File: src/rtl/ats_pkg.sv
`timescale 1ns / 1ps
// ----------------------------------------------------------------------------
// ats_pkg
// Shared sizes, codes and state types for the aging task scheduler.
// ----------------------------------------------------------------------------
package ats_pkg;

  localparam int NUM_SLOTS = 16;
  localparam int NUM_CORES = 4;
  localparam int IDLE_BITS = 16;

  localparam int SLOT_W = (NUM_SLOTS > 1) ? $clog2(NUM_SLOTS) : 1;
  localparam int CORE_W = (NUM_CORES > 1) ? $clog2(NUM_CORES) : 1;
  localparam int CUR_W  = SLOT_W + 1;

  localparam int FUNC_W   = 2;
  localparam int CORE_F_W = 2;
  localparam int TASK_F_W = 4;
  localparam int ENTRY_W  = 64;
  localparam int STATUS_W = 3;

  // Core pointer value that names no slot
  localparam logic [CUR_W-1:0] CUR_NONE = '1;

  typedef enum logic [FUNC_W-1:0] {
    F_TICK   = 2'd0,
    F_CREATE = 2'd1,
    F_EXIT   = 2'd2,
    F_NOP    = 2'd3
  } func_t;

  typedef enum logic [STATUS_W-1:0] {
    RS_FRESH   = 3'd0,
    RS_RESUME  = 3'd1,
    RS_NOCHG   = 3'd2,
    RS_CREATED = 3'd3,
    RS_EXITED  = 3'd4,
    RS_FULL    = 3'd5,
    RS_BADSLOT = 3'd6
  } res_status_t;

  typedef enum logic [1:0] {
    SL_FREE = 2'd0,
    SL_NEW  = 2'd1,
    SL_WAIT = 2'd2,
    SL_RUN  = 2'd3
  } slot_st_t;

  typedef enum logic [2:0] {
    S_IDLE,
    S_SCAN,
    S_PREV,
    S_WIN,
    S_EXIT,
    S_RESP
  } state_t;

endpackage

File: src/rtl/aging_task_scheduler.sv
`timescale 1ns / 1ps
// ----------------------------------------------------------------------------
// aging_task_scheduler
// Task-slot scheduler with aging: create, exit and per-core scheduling ticks.
// ----------------------------------------------------------------------------
// One request is taken at a time; in_stall stays high from the accepting edge
// until the result has been moved into the output register. A tick walks the
// slot table one slot per cycle through a single compare/increment unit; the
// walk stops early at the first slot that has not yet started. A create walks
// the same way up to the first free slot, an exit passes through the exit
// state and an unknown request goes straight to the response state. The block
// returns to the idle state before the next request is taken. The output
// register lets the next request be accepted while a result still waits to be
// transferred. Entry addresses sit in a 16 x 64 memory with a registered read
// port.
// ----------------------------------------------------------------------------
module aging_task_scheduler (
  input  logic                          clk,
  input  logic                          rst_n,
  input  logic                          in_valid,
  output logic                          in_stall,
  input  logic [ats_pkg::FUNC_W-1:0]    in_func,
  input  logic [ats_pkg::CORE_F_W-1:0]  in_core,
  input  logic [ats_pkg::TASK_F_W-1:0]  in_task_slot,
  input  logic [ats_pkg::ENTRY_W-1:0]   in_entry_address,
  output logic                          out_valid,
  input  logic                          out_stall,
  output logic [ats_pkg::STATUS_W-1:0]  out_status,
  output logic [ats_pkg::TASK_F_W-1:0]  out_chosen_slot,
  output logic [ats_pkg::TASK_F_W-1:0]  out_previous_slot,
  output logic                          out_previous_valid,
  output logic [ats_pkg::ENTRY_W-1:0]   out_start_entry
);
  import ats_pkg::*;

  // Slot table and per-core pointers
  slot_st_t               slot_sts_r [NUM_SLOTS];
  logic [IDLE_BITS-1:0]   idle_r     [NUM_SLOTS];
  logic [CUR_W-1:0]       cur_r      [NUM_CORES];
  logic [ENTRY_W-1:0]     entry_mem  [NUM_SLOTS];
  logic [ENTRY_W-1:0]     ent_rd_r;

  state_t state_r, state_nxt;

  // Latched request
  func_t                  func_r, func_nxt;
  logic [CORE_W-1:0]      core_r, core_nxt;
  logic [TASK_F_W-1:0]    task_r, task_nxt;
  logic                   bad_r, bad_nxt;
  logic [ENTRY_W-1:0]     entry_r, entry_nxt;

  // Scan state
  logic [SLOT_W-1:0]      idx_r, idx_nxt;
  logic [IDLE_BITS-1:0]   best_r, best_nxt;
  logic [SLOT_W-1:0]      win_r, win_nxt;
  logic                   win_vld_r, win_vld_nxt;
  logic [SLOT_W-1:0]      prev_r, prev_nxt;
  logic                   prev_vld_r, prev_vld_nxt;

  // Staged result
  res_status_t            res_status_r, res_status_nxt;
  logic [TASK_F_W-1:0]    res_chosen_r, res_chosen_nxt;
  logic [TASK_F_W-1:0]    res_prev_r, res_prev_nxt;
  logic                   res_pvld_r, res_pvld_nxt;
  logic [ENTRY_W-1:0]     res_entry_r, res_entry_nxt;

  // Output register
  logic                   out_valid_r, out_valid_nxt;
  res_status_t            out_status_r;
  logic [TASK_F_W-1:0]    out_chosen_r, out_prev_r;
  logic                   out_pvld_r;
  logic [ENTRY_W-1:0]     out_entry_r;
  logic                   out_load;

  // Shared read port and unit
  logic [SLOT_W-1:0]      rd_idx;
  slot_st_t               sts_cur;
  logic [IDLE_BITS-1:0]   cnt_cur, cnt_inc;
  logic                   scan_last;
  logic                   cur_vld;

  // Write controls
  logic                   sts_we;
  logic [SLOT_W-1:0]      sts_wa;
  slot_st_t               sts_wd;
  logic                   idle_we;
  logic [SLOT_W-1:0]      idle_wa;
  logic [IDLE_BITS-1:0]   idle_wd;
  logic                   ent_we;
  logic                   cur_we;
  logic                   exit_clr;

  assign sts_cur   = slot_sts_r[rd_idx];
  assign cnt_cur   = idle_r[idx_r];
  assign cnt_inc   = (cnt_cur == '1) ? cnt_cur : cnt_cur + 1'b1;
  assign scan_last = (idx_r == SLOT_W'(NUM_SLOTS - 1));
  assign cur_vld   = (int'(cur_r[core_r]) < NUM_SLOTS);

  always_ff @(posedge clk) begin
    if (!rst_n) begin
      state_r     <= S_IDLE;
      out_valid_r <= 1'b0;
    end else begin
      state_r     <= state_nxt;
      out_valid_r <= out_valid_nxt;
    end
  end

  always_comb begin
    state_nxt      = state_r;
    func_nxt       = func_r;
    core_nxt       = core_r;
    task_nxt       = task_r;
    bad_nxt        = bad_r;
    entry_nxt      = entry_r;
    idx_nxt        = idx_r;
    best_nxt       = best_r;
    win_nxt        = win_r;
    win_vld_nxt    = win_vld_r;
    prev_nxt       = prev_r;
    prev_vld_nxt   = prev_vld_r;
    res_status_nxt = res_status_r;
    res_chosen_nxt = res_chosen_r;
    res_prev_nxt   = res_prev_r;
    res_pvld_nxt   = res_pvld_r;
    res_entry_nxt  = res_entry_r;
    in_stall       = 1'b1;
    out_load       = 1'b0;
    rd_idx         = idx_r;
    sts_we         = 1'b0;
    sts_wa         = idx_r;
    sts_wd         = SL_FREE;
    idle_we        = 1'b0;
    idle_wa        = idx_r;
    idle_wd        = '0;
    ent_we         = 1'b0;
    cur_we         = 1'b0;
    exit_clr       = 1'b0;

    unique case (state_r)
      S_IDLE: begin
        in_stall = 1'b0;
        if (in_valid) begin
          func_nxt       = func_t'(in_func);
          core_nxt       = CORE_W'(in_core);
          task_nxt       = in_task_slot;
          bad_nxt        = (int'(in_task_slot) >= NUM_SLOTS);
          entry_nxt      = in_entry_address;
          idx_nxt        = '0;
          best_nxt       = '0;
          win_vld_nxt    = 1'b0;
          prev_nxt       = '0;
          prev_vld_nxt   = 1'b0;
          res_status_nxt = RS_NOCHG;
          res_chosen_nxt = '0;
          res_prev_nxt   = '0;
          res_pvld_nxt   = 1'b0;
          res_entry_nxt  = '0;
          unique case (func_t'(in_func))
            F_TICK:   state_nxt = (int'(in_core) < NUM_CORES) ? S_SCAN : S_RESP;
            F_CREATE: state_nxt = S_SCAN;
            F_EXIT:   state_nxt = S_EXIT;
            default:  state_nxt = S_RESP;
          endcase
        end
      end

      S_SCAN: begin
        idx_nxt = idx_r + 1'b1;
        if (func_r == F_CREATE) begin
          if (sts_cur == SL_FREE) begin
            // claim the lowest free slot
            sts_we         = 1'b1;
            sts_wd         = SL_NEW;
            idle_we        = 1'b1;
            ent_we         = 1'b1;
            res_status_nxt = RS_CREATED;
            res_chosen_nxt = TASK_F_W'(idx_r);
            state_nxt      = S_RESP;
          end else if (scan_last) begin
            res_status_nxt = RS_FULL;
            state_nxt      = S_RESP;
          end
        end else begin
          if (sts_cur == SL_WAIT) begin
            idle_we = 1'b1;
            idle_wd = cnt_inc;
            if (best_r < cnt_inc) begin
              best_nxt    = cnt_inc;
              win_nxt     = idx_r;
              win_vld_nxt = 1'b1;
            end
            if (scan_last) begin
              state_nxt = win_vld_nxt ? S_PREV : S_RESP;
            end
          end else if (sts_cur == SL_NEW) begin
            // a task that never ran wins at once; stop the walk
            win_nxt     = idx_r;
            win_vld_nxt = 1'b1;
            state_nxt   = S_PREV;
          end else if (scan_last) begin
            state_nxt = win_vld_r ? S_PREV : S_RESP;
          end
        end
      end

      S_PREV: begin
        rd_idx = cur_r[core_r][SLOT_W-1:0];
        if (cur_vld && sts_cur != SL_FREE) begin
          sts_we       = 1'b1;
          sts_wa       = rd_idx;
          sts_wd       = SL_WAIT;
          prev_nxt     = rd_idx;
          prev_vld_nxt = 1'b1;
        end
        state_nxt = S_WIN;
      end

      S_WIN: begin
        rd_idx         = win_r;
        sts_we         = 1'b1;
        sts_wa         = win_r;
        sts_wd         = SL_RUN;
        idle_we        = 1'b1;
        idle_wa        = win_r;
        cur_we         = 1'b1;
        res_chosen_nxt = TASK_F_W'(win_r);
        res_prev_nxt   = TASK_F_W'(prev_r);
        res_pvld_nxt   = prev_vld_r;
        if (sts_cur == SL_NEW) begin
          res_status_nxt = RS_FRESH;
          res_entry_nxt  = ent_rd_r;
        end else begin
          res_status_nxt = RS_RESUME;
        end
        state_nxt = S_RESP;
      end

      S_EXIT: begin
        rd_idx         = SLOT_W'(task_r);
        res_chosen_nxt = task_r;
        if (bad_r || sts_cur == SL_FREE) begin
          res_status_nxt = RS_BADSLOT;
        end else begin
          sts_we         = 1'b1;
          sts_wa         = rd_idx;
          sts_wd         = SL_FREE;
          idle_we        = 1'b1;
          idle_wa        = rd_idx;
          exit_clr       = 1'b1;
          res_status_nxt = RS_EXITED;
        end
        state_nxt = S_RESP;
      end

      S_RESP: begin
        // hold until the output register is free or transfers this cycle
        if (!out_valid_r || !out_stall) begin
          out_load  = 1'b1;
          state_nxt = S_IDLE;
        end
      end

      default: state_nxt = S_IDLE;
    endcase
  end

  assign out_valid_nxt = out_load || (out_valid_r && out_stall);

  always_ff @(posedge clk) begin
    func_r       <= func_nxt;
    core_r       <= core_nxt;
    task_r       <= task_nxt;
    bad_r        <= bad_nxt;
    entry_r      <= entry_nxt;
    idx_r        <= idx_nxt;
    best_r       <= best_nxt;
    win_r        <= win_nxt;
    win_vld_r    <= win_vld_nxt;
    prev_r       <= prev_nxt;
    prev_vld_r   <= prev_vld_nxt;
    res_status_r <= res_status_nxt;
    res_chosen_r <= res_chosen_nxt;
    res_prev_r   <= res_prev_nxt;
    res_pvld_r   <= res_pvld_nxt;
    res_entry_r  <= res_entry_nxt;
    if (out_load) begin
      out_status_r <= res_status_r;
      out_chosen_r <= res_chosen_r;
      out_prev_r   <= res_prev_r;
      out_pvld_r   <= res_pvld_r;
      out_entry_r  <= res_entry_r;
    end
  end

  // Slot table, idle counts and core pointers
  always_ff @(posedge clk) begin
    if (!rst_n) begin
      for (int i = 0; i < NUM_SLOTS; i++) begin
        slot_sts_r[i] <= SL_FREE;
        idle_r[i]     <= '0;
      end
      for (int c = 0; c < NUM_CORES; c++) begin
        cur_r[c] <= CUR_NONE;
      end
    end else begin
      if (sts_we) begin
        slot_sts_r[sts_wa] <= sts_wd;
      end
      if (idle_we) begin
        idle_r[idle_wa] <= idle_wd;
      end
      if (cur_we) begin
        cur_r[core_r] <= CUR_W'(win_r);
      end
      if (exit_clr) begin
        // drop every core pointer that names the exiting slot
        for (int c = 0; c < NUM_CORES; c++) begin
          if (cur_r[c] == CUR_W'(SLOT_W'(task_r))) begin
            cur_r[c] <= CUR_NONE;
          end
        end
      end
    end
  end

  // Entry address memory, registered read at the winner
  always_ff @(posedge clk) begin
    if (ent_we) begin
      entry_mem[idx_r] <= entry_r;
    end
    ent_rd_r <= entry_mem[win_r];
  end

  assign out_valid          = out_valid_r;
  assign out_status         = out_status_r;
  assign out_chosen_slot    = out_chosen_r;
  assign out_previous_slot  = out_prev_r;
  assign out_previous_valid = out_pvld_r;
  assign out_start_entry    = out_entry_r;

  // Checks
  logic                 cur_ok;
  logic [NUM_SLOTS-1:0] run_vec;

  always_comb begin
    cur_ok = 1'b1;
    for (int c = 0; c < NUM_CORES; c++) begin
      if (int'(cur_r[c]) < NUM_SLOTS &&
          slot_sts_r[cur_r[c][SLOT_W-1:0]] != SL_RUN) begin
        cur_ok = 1'b0;
      end
    end
    for (int i = 0; i < NUM_SLOTS; i++) begin
      run_vec[i] = (slot_sts_r[i] == SL_RUN);
    end
  end

`ifndef SYNTHESIS
  a_core_points_to_running: assert property (@(posedge clk) disable iff (!rst_n)
    state_r == S_IDLE |-> cur_ok)
    else $error("core pointer names a slot that is not running");

  a_running_bounded: assert property (@(posedge clk) disable iff (!rst_n)
    $countones(run_vec) <= NUM_CORES)
    else $error("more running slots than cores");

  a_winner_runnable: assert property (@(posedge clk) disable iff (!rst_n)
    state_r == S_WIN |-> (sts_cur == SL_NEW || sts_cur == SL_WAIT))
    else $error("scan winner is neither new nor waiting");

  a_stall_while_busy: assert property (@(posedge clk) disable iff (!rst_n)
    state_r != S_IDLE |-> in_stall)
    else $error("request taken while busy");
`endif

endmodule

File: config.mk
export PLATFORM = sky130hd
export DESIGN_NAME = aging_task_scheduler
export DESIGN_NICKNAME = d
export VERILOG_FILES = /design/src/rtl/ats_pkg.sv /design/src/rtl/aging_task_scheduler.sv
export SDC_FILE = /design/constraint.sdc
export NUM_CORES = 1
export LEC_CHECK = 0
export CAP_MARGIN = 25
export CORE_MARGIN = 4
export CORE_UTILIZATION = 55
export DETAILED_ROUTE_END_ITERATION = 16
export DONT_BUFFER_PORTS = 1
export GPL_TIMING_DRIVEN = 0
export PLACE_DENSITY = 0.82
export RECOVER_POWER = 50
export SETUP_SLACK_MARGIN = 0.15
export SYNTH_ARGS = -nofsm -noshare
export SYNTH_HDL_FRONTEND = slang
export SYNTH_SLANG_ARGS = --single-unit
File: constraint.sdc
create_clock -name clk -period 7.7 [get_ports clk]
set_input_delay 1.54 -clock clk [delete_from_list [all_inputs] [get_ports clk]]
set_output_delay 1.54 -clock clk [all_outputs]
set_load 0.03 [all_outputs]
* Yosys cells after proc, flatten, opt, wreduce, memory -nomap -nowiden *
Memory sizes are Yosys's and may differ from the RTL's. A register that Yosys moved wholly into a read port is not among the register bits.
Index checks and enable logic that the tools add are counted.

storage, ports and cells
  flip-flop bits (word level) = 258
  memory bits (writable) = 1,332
  input bits = 76
  output and inout bits = 78
  word-level logic and storage cells = 217
  memories = 4

operators by class
  add/sub/neg operators = 2
  magnitude comparators = 2
  equal/unequal tests = 31
  multiplexer cells = 120
  bitwise operators = 5
  reductions and logical operators = 31

memories
  memory      depth  width  rd ports  clocked after memory_dff  wr ports  RTL line                    RTL
  entry_mem   16     64     1         1                         1         aging_task_scheduler.sv:40  logic [ENTRY_W-1:0] entry_mem [NUM_SLOTS];
  idle_r      16     16     1         1                         16        aging_task_scheduler.sv:38  logic [IDLE_BITS-1:0] idle_r [NUM_SLOTS];
  slot_sts_r  16     2      1         0                         16        aging_task_scheduler.sv:37  slot_st_t slot_sts_r [NUM_SLOTS];
  cur_r       4      5      5         1                         4         aging_task_scheduler.sv:39  logic [CUR_W-1:0] cur_r [NUM_CORES];

operators with widths
  cell                                           number
  2-to-1 mux 16 bit                              9
  2-to-1 mux 64 bit                              2
  case mux 64 bit (2 select lines)               1
  2-to-1 mux 1 bit                               55
  2-to-1 mux 4 bit                               12
  2-to-1 mux 3 bit                               14
  case mux 16 bit (2 select lines)               1
  case mux 4 bit (2 select lines)                4
  2-to-1 mux 5 bit                               5
  case mux 4 bit (3 select lines)                2
  equality test 5 x 4 -> 1 bit                   4
  inequality test 2 bit, second input constant   9
  adder 16 x 1 -> 16 bit, second input constant  1
  equality test 16 bit, second input constant    1
  < comparator 16 bit                            1
  case mux 4 bit (4 select lines)                1
  AND reduction 4 bit                            4
  OR reduction 16 bit                            1
  case mux 3 bit (5 select lines)                1
  inequality test 4 bit, second input constant   3
  case mux 3 bit (4 select lines)                1
  2-to-1 mux 2 bit                               5
  AND reduction 5 bit                            2
  nonzero test 2 bit                             5
  other kinds (27)                               47

* Depth between registers and ports, before layout *
  word-level depth = 12
  depth in mapped cells = 26
  mapped depth without buffers = 21

* Worst setup path before layout *
OpenSTA, ideal clock, no wires.

  path type = reg2reg
  from = register (tool-made name)
  to = memory entry_mem[3][0] (enable)
  setup time = 0.565 ns
  arrival time = 7.602 ns
  required time = 7.135 ns
  setup slack = -0.466 ns
  stages on the path, launching flop included = 16
  path buffers = 2
  clock period less this slack = 8.166 ns
  cell sequence = dfxtp_1 clkbuf_1 mux4_2 and2_1 o22ai_1 buf_2 mux2_2 nor2_1 a21oi_1 o21ai_0 mux2_2 ha_1 nand2_1 nor2_1 nand2_1 nor3_1

RTL lines
  element           RTL line
  end: declaration  aging_task_scheduler.sv:40

==> flow_metrics.tcl <==
set metrics [dict create \
    cts_max_level 4 \
    root_buffer "clkbuf_16" \
    max_slew_margin_pct -182 \
    cts_tree "built" \
    synth_area_um2 63700 \
    drc_errors 0 \
    final_net_count 3498 \
    clkLatencyLatePin_ns 0.79 \
    end_kind "register" \
    drv_slew 135 \
    start_util_pct 55.5 \
    clock-sinks 1660 \
    wirelength_mm 169 \
    hold_slack_ns 0.415 \
    placed_area_um2 67200 \
    finalInstanceArea_um2 72800 \
    async_reset_ff_share_pct 0 \
    placement_rows 124 \
    p_leak_nw 23.5 \
    synthesis.nets 3242 \
    grt_pass1_vias 34000 \
    via_per_inst 6.62 \
    seq_area_frac_synth_pct 77.1 \
    cts_buffers 161 \
    crit_top_cell "a21o_1" \
    pin_count 154 \
    multiInputGateArea_um2 13800 \
    via_count 33400 \
    placed_cells 4730 \
    antenna_found_initial 21 \
    fp.dieH_um 348 \
    finish.utilization_pct 63.5 \
    yosysMostFrequentCell "edfxtp_1" \
    ant_nets 0 \
    dp_hpwl_mm 98.2 \
    yosysTopAreaCellShare_pct 74.6 \
    core-area_um2 115000 \
    ys_types 68 \
    crit_slowest_cell "o21ai_1" \
    power.total_mw 25.9 \
    crit_arrival_ns 7.71 \
    drive_gt1_share_pct 22.7 \
    setup_viol 0 \
    synth_ff_type "edfxtp_1" \
    required_ns 8.18 \
    p_per_area_nw_per_um2 356 \
    period_share_pct 93.9 \
    min_period_ns 7.23 \
    syn_to_final_growth_pct 14.3 \
    syn_avg_cell_area_um2 20.2 \
    rrSetupSlack_ns 0.47 \
    yosys_warnings 0 \
    io_buffers 0 \
    hold_path_class "register to register" \
    grt_setup_unrepaired "false" \
    worst_r2r_endpoint "best_r[14]$_SDFFCE_PN0P_" \
    failed_checks "max-capacitance violations, max-slew violations" \
    setup_tns_ns 0 \
    fin_ws_ns 0.467 \
    cts_buffer_depth 3 \
    reg2regPathDepth 27 \
    fmax_mhz 138 \
    critPathTopFamily "compound AO/OA/AOI/OAI gates" \
    die_area_um2 121000 \
    syn-instance-count 3145 \
    fillCellCount 7087 \
    place_ws_ns 0.161 \
    cp_num_buf_inv 7 \
    synth_area_leaders "edfxtp_1 (75%), mux4_2 (14%), dfxtp_1 (2.5%), nor2_1 (2.2%), and3_1 (0.73%)" \
    max_slew.worst_pin.slew_ns 4.23 \
    critPathKind "register to register" \
    drt-initial-drc-count 5128 \
    wl_per_cell_um 33.5 \
    grt_usage_pct 27.9 \
    cp-start-kind "register" \
    cp_slowest_stage_delay_ns 0.54 \
    skew_ns 0.0691 \
    die_w_um 348 \
    first_pass_iters 6 \
    gp_congestion 0.885 \
    post_cts_buffers 0 \
    final_cells 5055 \
    seqCellArea_um2 49100 \
    grt_max_degree 53 \
    synth_top_area_cell "edfxtp_1" \
    maxCapViolations 5 \
    hold_violations 0 \
    status "complete, but fails checks" \
    synth-edff-count 1582 \
    synthTopCellsByCount "edfxtp_1 (1,582), mux4_2 (382), nor2_1 (365), nand2_1 (117), clkbuf_1 (116)" \
    crit_fanout 10 \
    grt_pass1_wl_mm 242 \
    cp_num_cells 27 \
    cp-endpoint "best_r[14]$_SDFFCE_PN0P_" \
    globalRoute.totalOverflow 0 \
    clk_pin_slew_ns 0.07 \
    ys_ff_latch 1660 \
    ir_drop_uv 290 \
]
==> kinds of logic (layout without fill, tap and decap cells) <==
logic type / count (synthesis) / after routing / synth area share [%]
flops: 1660 / 1660 / 77.1
simple gates: 676 / 676 / 4.74
mux: 429 / 429 / 14.5
buf+inv: 205 / 592 / 1.46
compound gates: 126 / 126 / 1.40
xor+xnor: 27 / 27 / 0.371
fa+ha+maj: 22 / 22 / 0.430
other cells: 0 / 11 / 0
==> registers in the layout, indices dropped and copies added (netlist names), 16 cells and up, named ones only <==
name	count
entry_mem	1024
slot_sts_r	32
ent_rd_r	64
res_entry_r	64
idle_r	256
out_start_entry	64
cur_r	20
entry_r	64
best_r	16
==> cells in the final DEF, fill, tap and decap left out, types with 22 or more instances in the layout <==
| cell | count |
|---|---|
| a22oi_1 | 25 |
| dfxtp_1 | 78 |
| clkbuf_16 | 163 |
| edfxtp_1 | 1582 |
| clkbuf_1 | 187 |
| buf_12 | 25 |
| buf_16 | 23 |
| nor2_1 | 353 |
| buf_8 | 35 |
| mux4_2 | 382 |
| nand3_1 | 22 |
| nand2_1 | 101 |
| nand2b_1 | 30 |
| and3_1 | 74 |
| mux2i_1 | 26 |
==> routing by layer <==
metal | vias to the layer above | global-route usage (%) | part of all wire (%)
met2 | 2682 | 46.7 | 51
li1 | 13100 | - | -
met4 | 14 | 11.0 | 4.3
met1 | 17200 | 35.8 | 33
met5 | - | 0 | 0.059
met3 | 439 | 6.67 | 12
==> timing repair <==
item,4_1_cts,5_1_grt
endpoints found under the setup margin,31,256
resized for setup,3,15
hold buffers,0,0
==> worst min path at each step <==
| stage | slack (ns) | depth (start not counted) | endpoint | start |
|---|---|---|---|---|
| after global routing | 0.42 | 0 | out_start_entry[12]$_DFFE_PP_ | res_entry_r[12]$_SDFFCE_PN0P_ |
| after floorplan | 0.40 | 0 | out_chosen_slot[0]$_DFFE_PP_ | res_chosen_r[0]$_DFFE_PP_ |
| after global placement | 0.40 | 0 | out_start_entry[59]$_DFFE_PP_ | res_entry_r[59]$_SDFFCE_PN0P_ |
| final | 0.42 | 0 | out_start_entry[13]$_DFFE_PP_ | res_entry_r[13]$_SDFFCE_PN0P_ |
| after CTS | 0.41 | 0 | out_start_entry[12]$_DFFE_PP_ | res_entry_r[12]$_SDFFCE_PN0P_ |
| after detailed placement | 0.40 | 0 | out_start_entry[21]$_DFFE_PP_ | res_entry_r[21]$_SDFFCE_PN0P_ |
==> power breakdown <==
group,switching [mW],internal (mW)
Combinational,3.68,2.54
Clock,3.53,4.55
Sequential,0.636,11.0
Total,7.85,18.1
==> worst reg2reg max path: stages (launching register included) <==
cell and delay, ns:
dfxtp_1 0.31, buf_4 0.18, buf_6 0.18, buf_2 0.33
mux4_2 0.28, mux4_2 0.34, ha_1 0.17, clkbuf_1 0.30
inv_1 0.15, o311a_1 0.38, nand4b_1 0.26, or4_1 0.53
buf_4 0.19, nand3_1 0.13, nor2_1 0.06, xnor2_1 0.28
ha_1 0.31, a21o_1 0.17, a21o_1 0.18, a21o_1 0.21
nor4_1 0.27, o41ai_1 0.15, o211ai_2 0.11, a2bb2oi_2 0.08
maj3_2 0.36, a21o_1 0.23, o21ai_1 0.54, buf_6 0.24
==> final cells by class <==
type	count	share of cell area [%]
Sequential cell	1660	67.4
Multi-Input combinational cell	1280	19.0
Clock buffer	222	6.03
Tap cell	1512	2.60
Timing Repair Buffer	93	2.30
Clock inverter	72	1.34
Buffer	190	1.19
Inverter	15	0.0791
Antenna cell	11	0.0378
No activity file was read; power rests on OpenSTA's default activity.
